**src/rtl/ofrb_pkg.sv**
```systemverilog
// Shared types and constants for the overlapping frame ring buffer.
// Command and status codes, register indexes and the per-word result info.
// No dependencies.
`default_nettype none

package ofrb_pkg;

   localparam int CFG_W     = 13;
   localparam int OFFSET_W  = 12;
   localparam int CMD_W     = 2;
   localparam int STATUS_W  = 2;
   localparam int CSR_IDX_W = 2;

   localparam logic [CFG_W-1:0] FRAME_SIZE_RESET = 13'd1024;
   localparam logic [CFG_W-1:0] HOP_SIZE_RESET   = 13'd512;

   localparam logic [CSR_IDX_W-1:0] CSR_FRAME_SIZE = 2'd0;
   localparam logic [CSR_IDX_W-1:0] CSR_HOP_SIZE   = 2'd1;

   typedef enum logic [CMD_W-1:0] {
      CMD_PUSH    = 2'd0,
      CMD_READ    = 2'd1,
      CMD_RELEASE = 2'd2,
      CMD_NONE    = 2'd3
   } cmd_type;

   typedef enum logic [STATUS_W-1:0] {
      STAT_OK         = 2'd0,
      STAT_NOT_READY  = 2'd1,
      STAT_BAD_OFFSET = 2'd2
   } status_type;

   // Everything about one word except the sample itself, which comes from the RAM.
   typedef struct packed {
      logic       rd_ok;
      logic       frame_ready;
      status_type status;
      logic       overrun;
   } item_info_type;

endpackage

`default_nettype wire

```
**src/rtl/ofrb_ctrl.sv**
```systemverilog
// Pointer and fill-count control: config registers, command decode, RAM addresses.
// Depends on ofrb_pkg.
`default_nettype none

module ofrb_ctrl #(
   parameter int BUFFER_DEPTH = 16384,
   parameter int MAX_FRAME    = 4096,
   parameter int PTR_W        = $clog2(BUFFER_DEPTH),
   parameter int CNT_W        = $clog2(BUFFER_DEPTH + 1)
) (
   input  wire logic                               clock,
   input  wire logic                               reset,
   input  wire logic                               csr_we,
   input  wire logic [ofrb_pkg::CSR_IDX_W-1:0]     csr_index,
   input  wire logic [ofrb_pkg::CFG_W-1:0]         csr_wdata,
   input  wire logic                               accept,
   input  wire logic [ofrb_pkg::CMD_W-1:0]         command,
   input  wire logic [ofrb_pkg::OFFSET_W-1:0]      frame_offset,
   output logic                                    wr_en,
   output logic      [PTR_W-1:0]                   wr_addr,
   output logic                                    rd_en,
   output logic      [PTR_W-1:0]                   rd_addr,
   output ofrb_pkg::item_info_type                 info
);

   localparam int CFG_W = ofrb_pkg::CFG_W;

   logic [CFG_W-1:0] frame_size_ff, hop_size_ff;
   logic [PTR_W-1:0] wr_ptr_ff, wr_ptr_in;
   logic [PTR_W-1:0] window_ff, window_in;
   logic [CNT_W-1:0] fill_ff, fill_in;
   logic             overrun_ff, overrun_in;

   logic [CFG_W-1:0] frame_eff, hop_eff;
   logic             ready_now;
   logic [PTR_W:0]   rd_sum, wr_sum, win_sum;
   ofrb_pkg::cmd_type cmd;

   assign cmd = ofrb_pkg::cmd_type'(command);

   always_comb begin
      // Clamp frame to [1, MAX_FRAME] and hop to [1, frame].
      if (frame_size_ff == '0) begin
         frame_eff = CFG_W'(1);
      end else if (frame_size_ff > CFG_W'(MAX_FRAME)) begin
         frame_eff = CFG_W'(MAX_FRAME);
      end else begin
         frame_eff = frame_size_ff;
      end
      if (hop_size_ff == '0) begin
         hop_eff = CFG_W'(1);
      end else if (hop_size_ff > frame_eff) begin
         hop_eff = frame_eff;
      end else begin
         hop_eff = hop_size_ff;
      end
   end

   assign ready_now = fill_ff >= CNT_W'(frame_eff);

   // Sums stay below twice the depth, so one conditional subtract wraps them.
   assign rd_sum  = (PTR_W+1)'(window_ff) + (PTR_W+1)'(frame_offset);
   assign wr_sum  = (PTR_W+1)'(wr_ptr_ff) + (PTR_W+1)'(1);
   assign win_sum = (PTR_W+1)'(window_ff) + (PTR_W+1)'(hop_eff);

   assign rd_addr = (rd_sum >= (PTR_W+1)'(BUFFER_DEPTH)) ?
                    PTR_W'(rd_sum - (PTR_W+1)'(BUFFER_DEPTH)) : PTR_W'(rd_sum);
   assign wr_addr = wr_ptr_ff;

   always_comb begin
      wr_ptr_in   = wr_ptr_ff;
      window_in   = window_ff;
      fill_in     = fill_ff;
      overrun_in  = overrun_ff;
      wr_en       = 1'b0;
      rd_en       = 1'b0;
      info.rd_ok  = 1'b0;
      info.status = ofrb_pkg::STAT_OK;
      if (accept) begin
         case (cmd)
            ofrb_pkg::CMD_PUSH: begin
               wr_en     = 1'b1;
               wr_ptr_in = (wr_sum >= (PTR_W+1)'(BUFFER_DEPTH)) ?
                           PTR_W'(wr_sum - (PTR_W+1)'(BUFFER_DEPTH)) : PTR_W'(wr_sum);
               if (fill_ff >= CNT_W'(BUFFER_DEPTH)) begin
                  overrun_in = 1'b1;
               end else begin
                  fill_in = fill_ff + CNT_W'(1);
               end
            end
            ofrb_pkg::CMD_READ: begin
               if (!ready_now) begin
                  info.status = ofrb_pkg::STAT_NOT_READY;
               end else if (CFG_W'(frame_offset) >= frame_eff) begin
                  info.status = ofrb_pkg::STAT_BAD_OFFSET;
               end else begin
                  rd_en      = 1'b1;
                  info.rd_ok = 1'b1;
               end
            end
            ofrb_pkg::CMD_RELEASE: begin
               if (!ready_now) begin
                  info.status = ofrb_pkg::STAT_NOT_READY;
               end else begin
                  window_in = (win_sum >= (PTR_W+1)'(BUFFER_DEPTH)) ?
                              PTR_W'(win_sum - (PTR_W+1)'(BUFFER_DEPTH)) : PTR_W'(win_sum);
                  fill_in   = fill_ff - CNT_W'(hop_eff);
               end
            end
            default: begin
            end
         endcase
      end
      info.frame_ready = fill_in >= CNT_W'(frame_eff);
      info.overrun     = overrun_in;
   end

   always_ff @(posedge clock) begin
      if (reset) begin
         frame_size_ff <= ofrb_pkg::FRAME_SIZE_RESET;
         hop_size_ff   <= ofrb_pkg::HOP_SIZE_RESET;
         wr_ptr_ff     <= '0;
         window_ff     <= '0;
         fill_ff       <= '0;
         overrun_ff    <= 1'b0;
      end else begin
         if (csr_we && csr_index == ofrb_pkg::CSR_FRAME_SIZE) begin
            frame_size_ff <= csr_wdata;
         end
         if (csr_we && csr_index == ofrb_pkg::CSR_HOP_SIZE) begin
            hop_size_ff <= csr_wdata;
         end
         wr_ptr_ff  <= wr_ptr_in;
         window_ff  <= window_in;
         fill_ff    <= fill_in;
         overrun_ff <= overrun_in;
      end
   end

   a_fill_bound: assert property (@(posedge clock) disable iff (reset)
      fill_ff <= CNT_W'(BUFFER_DEPTH))
      else $error("fill count above buffer depth");

   a_overrun_sticky: assert property (@(posedge clock) disable iff (reset)
      overrun_ff |=> overrun_ff)
      else $error("overrun flag cleared without reset");

   a_overrun_cause: assert property (@(posedge clock) disable iff (reset)
      (!overrun_ff && overrun_in) |-> (wr_en && fill_ff == CNT_W'(BUFFER_DEPTH)))
      else $error("overrun set without a push into a full store");

endmodule

`default_nettype wire

```
**config.mk**
```make
export PLATFORM = sky130hd
export DESIGN_NAME = ofrb_ctrl
export DESIGN_NICKNAME = d
export VERILOG_FILES = /design/src/rtl/ofrb_pkg.sv /design/src/rtl/ofrb_ctrl.sv
export SDC_FILE = /design/constraint.sdc
export NUM_CORES = 1
export LEC_CHECK = 0
export BUFFER_PORTS_ARGS = -buffer_cell sky130_fd_sc_hd__buf_2
export CAP_MARGIN = 40
export CORE_MARGIN = 3
export CORE_UTILIZATION = 50
export CTS_BUF_LIST = sky130_fd_sc_hd__clkbuf_16
export DETAILED_ROUTE_END_ITERATION = 7
export PLACE_DENSITY = 0.69
export SKIP_LAST_GASP = 1
export SLEW_MARGIN = 15
export SYNTH_ARGS = -nofsm -noshare
export SYNTH_HDL_FRONTEND = slang
export SYNTH_SLANG_ARGS = --single-unit
```
**constraint.sdc**
```tcl
create_clock -name clock -period 13.3 [get_ports clock]
set_input_delay 2.66 -clock clock [delete_from_list [all_inputs] [get_ports clock]]
set_output_delay 2.66 -clock clock [all_outputs]
set_load 0.02 [all_outputs]
```
==> results.md, run 1 <==
- Outcome: completed
- H-tree levels: 3
- Area growth syn-to-layout: 11.2%
- Syn Nets: just under 1000
- Setup_tns: 0 ps
- Overflow after GRT: 0
- Die area: around 0.015 mm²
- Critical Path Start Type: register
- Final setup margin: between 3000 and 4000 ps
- Power per cell area: between 90 and 100 mW/mm²
- Hold Fails Final Rpt: 0
- Worst vdd ir: 67.8 µV
- Critical path's slowest cell: a211oi_1
- Final GP Congestion: 1.00
- Worst rel slew slack: a little under half
- Starting DRT DRC Count: approximately 640
- Final Max Tran Viols: 0
- F_max: just over 0.1 GHz
- Commonest non-fill, non-tap cell in the layout: nand2_1
- Fin nets: 1038
- Leakage: approximately 3.1 nW
- Setup-failing EPs final: 0
- Num ports: approximately 70
- Final ANT Viol Nets: 0
- Port bufs: 67
- # fillers: 1242
- Design area: ~0.0074 mm²
- Routed length on met2: ~8000 µm
- M1 WL: ~9000 µm
- DRT Pass-1 Iters: 5
- Storage element area: about 0.0014 mm²
- Clock Sinks: 70
- Total global routing track utilization: between 20% and 30%
- Minimum clock period: 9840 ps
- Syn Std Cell Area: 0.00665 mm²
- Multi-input logic area: 0.00495 mm²
- Netlist cell types: 76
- Register area share after synthesis: a little over a fifth
- Main synth FF type: dfxtp_1
- Setup bufs post-CTS: 0
- Min-delay worst type: reg2reg
- Crit path largest cell delay: about 510 ps
- Asr flop ratio synth: 0%
- Starting Density: between 50 and 60%
- Diode count: 0
- Layout cells sized above 1: between 10% and 20%
- DR WL/cell: ~18 µm
- Worst setup EP type: primary output
- R2R Setup Slk: between 7000 and 8000 ps
- Placed Area: ~0.0071 mm²
- First-pass GRT wire length: 30800 µm
- Dpl ws: ~3900 ps
- FF+latch count, synth: 70
- Leading cell types in the layout, fill and taps excluded: nand2_1, ha_1, a21oi_1, dfxtp_1, buf_2
- Num CTS Buffers: 9
- Core Region: around 0.013 mm²
- Maxcap violations: 0
- YS warnings: 0
- Final WL: roughly 19000 µm
- Tot Pwr: approximately 0.67 mW
- Worst clock skew: 11.5 ps
- Worst-path clk slew: about 60 ps
- Worst skew pair latency: 350 ps
- CP Class: reg2out
- Least-Margin Pin Slew: ~800 ps
- CP Max Fanout: 23
- Site row count: 41
- Vias in the first global route: 5994
- DP Wirelength: around 15000 µm
- Post-CTS Hold Fix Bufs: 0
- Met3 wire len: ~1500 µm
- RSZ-0062 raised after global routing: false
- Worst EP required: 10640 ps
- Clock Path Buffers: 2
- Die extent in x: approximately 120 µm
- Largest net degree at the start of global routing: between 70 and 80
- Vias per inst: 5.99
- Worst Path Arrival: around 7200 ps
- Mapped Cells: around 850
- Number of antenna violations at the first check in global routing: 0
- Syn Area/Cell: 7.79 µm²
- Highest metal used: met4
- Routed vias: roughly 6500
- TritonCTS clock tree: done
- # DRC: 0
- Post-synth EDFFs: 0
- Clk root buf: clkbuf_16
- Chip height: roughly 120 µm
- Final worst-path cycle share: between 70% and 80%
- Post_cts resized: 0
- CP dominant cell by count: ha_1
registers in the layout, indices dropped and copies added, names as in the netlist:
| signal | cells |
|---|---|
| fill_ff | 15 |
| window_ff | 14 |
| frame_size_ff | 13 |
| overrun_ff | 1 |
| wr_addr | 14 |
| hop_size_ff | 13 |
synth_stat cells, drive strengths merged (16+ instances only):
cell | number | area, µm²
nor3 | 20 | 105
nor2 | 54 | 203
inv | 44 | 165
clkbuf | 27 | 101
xnor2 | 19 | 166
nand2 | 124 | 468
o21ai | 41 | 205
ha | 97 | 1210
dfxtp | 70 | 1400
nand3 | 21 | 105
o21a | 16 | 120
a21oi | 78 | 394
mux2i | 23 | 230
nor2b | 17 | 106
report_power, final:
part	internal (mW)	switching, mW
clock	0.144	0.101
sequential	0.215	0.00906
combinational	0.0830	0.116
total	0.442	0.226
cell type report:
| cell class | count | share of cell area, % |
|---|---|---|
| inverter | 45 | 2.28 |
| clock buffer | 9 | 3.04 |
| multi-input combinational | 707 | 66.8 |
| clock inverter | 7 | 0.896 |
| sequential | 70 | 18.9 |
| timing repair buffer | 72 | 5.09 |
| tap | 172 | 2.91 |
through the flow:
| stage | std cells | utilization, % | hold WS (ps) |
|---|---|---|---|
| floorplan | 854 | - | 449 |
| global placement | 1065 | 55.3 | 468 |
| detailed placement | 1066 | 55.4 | 474 |
| CTS | 1082 | 57.7 | 484 |
| global route | 1082 | 57.7 | 496 |
| finish | 1082 | 57.7 | 482 |
cell families after synthesis:
| group | count (synthesis) | share of synthesized area (%) |
|---|---|---|
| AND/OR/NAND/NOR | 310 | 22.5 |
| AO/OA/AOI/OAI | 227 | 22.5 |
| adder cells (fa/ha/maj) | 100 | 19.1 |
| buffers and inverters | 77 | 4.61 |
| flip-flops | 70 | 21.1 |
| multiplexers | 36 | 5.66 |
| XOR/XNOR | 34 | 4.48 |
path summary, 6_finish.rpt:
| kind | to | cells after the start | start |
|---|---|---|---|
| setup / recovery | info[3] | 28 | frame_size_ff[12]$_SDFFE_PP0P_ |
| hold / removal | frame_size_ff[0]$_SDFFE_PP0P_ | 2 | frame_size_ff[0]$_SDFFE_PP0P_ |
| setup reg to reg | fill_ff[12]$_SDFF_PP0_ | 21 | frame_size_ff[12]$_SDFFE_PP0P_ |
| hold reg to reg | frame_size_ff[0]$_SDFFE_PP0P_ | 2 | frame_size_ff[0]$_SDFFE_PP0P_ |
worst max-delay path, delay by kind of cell (launching register included):
kind | cells | cell delay (ps)
DFF | 1 | 400
adders and majority gates | 4 | 1200
and+or+nand+nor | 5 | 990
xor gates and xnor gates | 1 | 160
AOI/OAI and AO/OA | 12 | 2680
muxes | 2 | 430
buffers and inverters | 4 | 950
metal layers:
layer | vias up | track usage (%)
li1 | 3214 | -
met1 | 2978 | 37.8
met2 | 252 | 39.4
met3 | 39 | 4.99
met4 | 0 | 9.45
met5 | - | 0
Power figures use the tool's default switching activity.
==> run 2: changes to the inputs <==
==> constraint.sdc (replaced) <==
create_clock -name clock -period 9.35 [get_ports clock]
set_input_delay 1.87 -clock clock [delete_from_list [all_inputs] [get_ports clock]]
set_output_delay 1.87 -clock clock [all_outputs]
set_load 0.02 [all_outputs]
==> run 2 against run 1 <==
Against the previous run:
- core utilization is essentially flat
- register-to-register slack lost 3800 ps
- worst hold slack lost 3.0 ps
- critical path type unchanged
- largest power group unchanged
==> results.md, run 2 (synthesis gave the netlist of run 1 again) <==
- Outcome: completed
- Crit path largest cell delay: 440 ps
- Final ANT Viol Nets: 0
- Chip height: 121 µm
- Post_cts resized: 0
- Worst EP required: 7480 ps
- Worst vdd ir: around 110 µV
- Worst flop-to-flop path endpoint: fill_ff[12]$_SDFF_PP0_
- Core Region: between 0.01 and 0.015 mm²
- Max reg flops: 15
- Min-Delay Startpoint: window_ff[7]$_SDFFE_PP0P_
- Minimum clock period: about 8600 ps
- Final WL: 18700 µm
- Worst rel slew slack: a little under half
- Layout cells sized above 1: around an eighth
- Starting Density: between 50% and 60%
- Final GP Congestion: about 0.96
- Post-CTS Hold Fix Bufs: 0
- Leakage: approximately 3.1 nW
- Die area: approximately 0.015 mm²
- Port bufs: 67
- Worst clock skew: 7.20 ps
- Site row count: 41
- End of the worst hold path: window_ff[7]$_SDFFE_PP0P_
- Number of antenna violations at the first check in global routing: 0
- Leading cell types in the layout, fill and taps excluded: nand2_1, ha_1, a21oi_1, dfxtp_1, buf_2
- Setup_tns: 0 ps
- Buffers and inverters on the worst path: 3
- Vias per inst: approximately 6.0
- Diode count: 0
- Hold Path Depth: 2
- Final worst-path cycle share: 92.0%
- Num ports: between 60 and 70
- RSZ-0062 raised after global routing: false
- R2R depth: 20
- Vias in the first global route: around 5800
- R2R Path Start: frame_size_ff[12]$_SDFFE_PP0P_
- CP Max Fanout: 15
- Critical path's top delay family: compound AO/OA/AOI/OAI gates
- CP Class: reg2out
- Biggest register: fill_ff
- Clock Path Buffers: 2
- Total global routing track utilization: 25.9%
- Fin Hold WS: between 400 and 500 ps
- F_max: 0.116 GHz
- Clk root buf: clkbuf_16
- # DRC: 0
- Power per cell area: around 130 mW/mm²
- Critical Path Start Type: register
- H-tree levels: 3
- Setup bufs post-CTS: 0
- First-pass GRT wire length: 30100 µm
- Min-delay worst type: reg2reg
- Fin nets: about 1000
- Setup-failing EPs final: 0
- DP Wirelength: 14800 µm
- Least-Margin Pin Slew: approximately 800 ps
- Starting DRT DRC Count: about 570
- Final Max Tran Viols: 0
- Num CTS Buffers: 9
- DR WL/cell: around 17 µm
- # fillers: 1258
- Worst Path Arrival: a little under 7000 ps
- Worst path depth: 26
- Worst skew pair latency: ~350 ps
- Overflow after GRT: 0
- Commonest non-fill, non-tap cell in the layout: nand2_1
- Worst-path clk slew: roughly 60 ps
- Critical path's slowest cell: a211oi_1
- DRT Pass-1 Iters: 5
- Die extent in x: roughly 120 µm
- Area growth syn-to-layout: 11.3%
- Routed vias: roughly 6500
- R2R Setup Slk: just under 4000 ps
- Largest net degree at the start of global routing: 76
- TritonCTS clock tree: done
- Clock Sinks: 70
- Maxcap violations: 0
- Worst setup EP type: primary output
- Hold Fails Final Rpt: 0
## run 2: layout make-up
type	instances	area, µm²	share of cell area (%)
clock buffers	9	225	3.04
clock inverters	7	67.6	0.912
inverters	45	169	2.28
multi-input cells	707	4950	66.8
flip-flops and latches	70	1400	18.9
well taps	172	215	2.91
repair buffers	73	380	5.14
## run 2: worst max path at each step
stage                              startpoint      end  slack [ps]
4_1_cts        frame_size_ff[12]$_SDFFE_PP0P_  info[3]         820
6_report       frame_size_ff[12]$_SDFFE_PP0P_  info[3]         740
5_1_grt        frame_size_ff[12]$_SDFFE_PP0P_  info[3]         150
2_1_floorplan  frame_size_ff[12]$_SDFFE_PP0P_  info[3]        1570
3_3_place_gp   frame_size_ff[12]$_SDFFE_PP0P_  info[3]        1400
3_5_place_dp    frame_size_ff[1]$_SDFFE_PP0P_  info[3]        1200
## run 2: tightest hold or removal path: cells and delay by family, from the launching register on
family	cells	cell delay, ps
flip-flops	1	320
AND/OR/NAND/NOR	1	60
AO/OA/AOI/OAI	1	50
## run 2: stage by stage
| step | area [µm²] | power, mW | utilization (%) | std cells | setup slack, ps |
|---|---|---|---|---|---|
| floorplan | 6650 | 0.534 | - | 854 | 1570 |
| global placement | 7100 | 0.603 | 55.3 | 1065 | 1400 |
| detailed placement | 7110 | 0.605 | 55.5 | 1067 | 1200 |
| CTS | 7400 | 0.948 | 57.7 | 1083 | 819 |
| global route | 7400 | 0.997 | 57.7 | 1083 | 151 |
| finish | 7400 | 0.948 | 57.7 | 1083 | 744 |
## run 2: per-layer routing
layer | track usage [%] | share of wire [%] | vias up
li1 | - | - | 3232
met1 | 36.9 | 48 | 3015
met2 | 39.3 | 43 | 202
met3 | 4.24 | 6.2 | 25
met4 | 9.52 | 2.1 | 0
met5 | 0 | 0 | -
## run 2: where the power goes
part / internal (mW) / switching [mW] / leakage (nW)
Sequential: 0.306 / 0.0128 / 0.566
Clock: 0.205 / 0.139 / 0.148
Combinational: 0.118 / 0.166 / 2.37
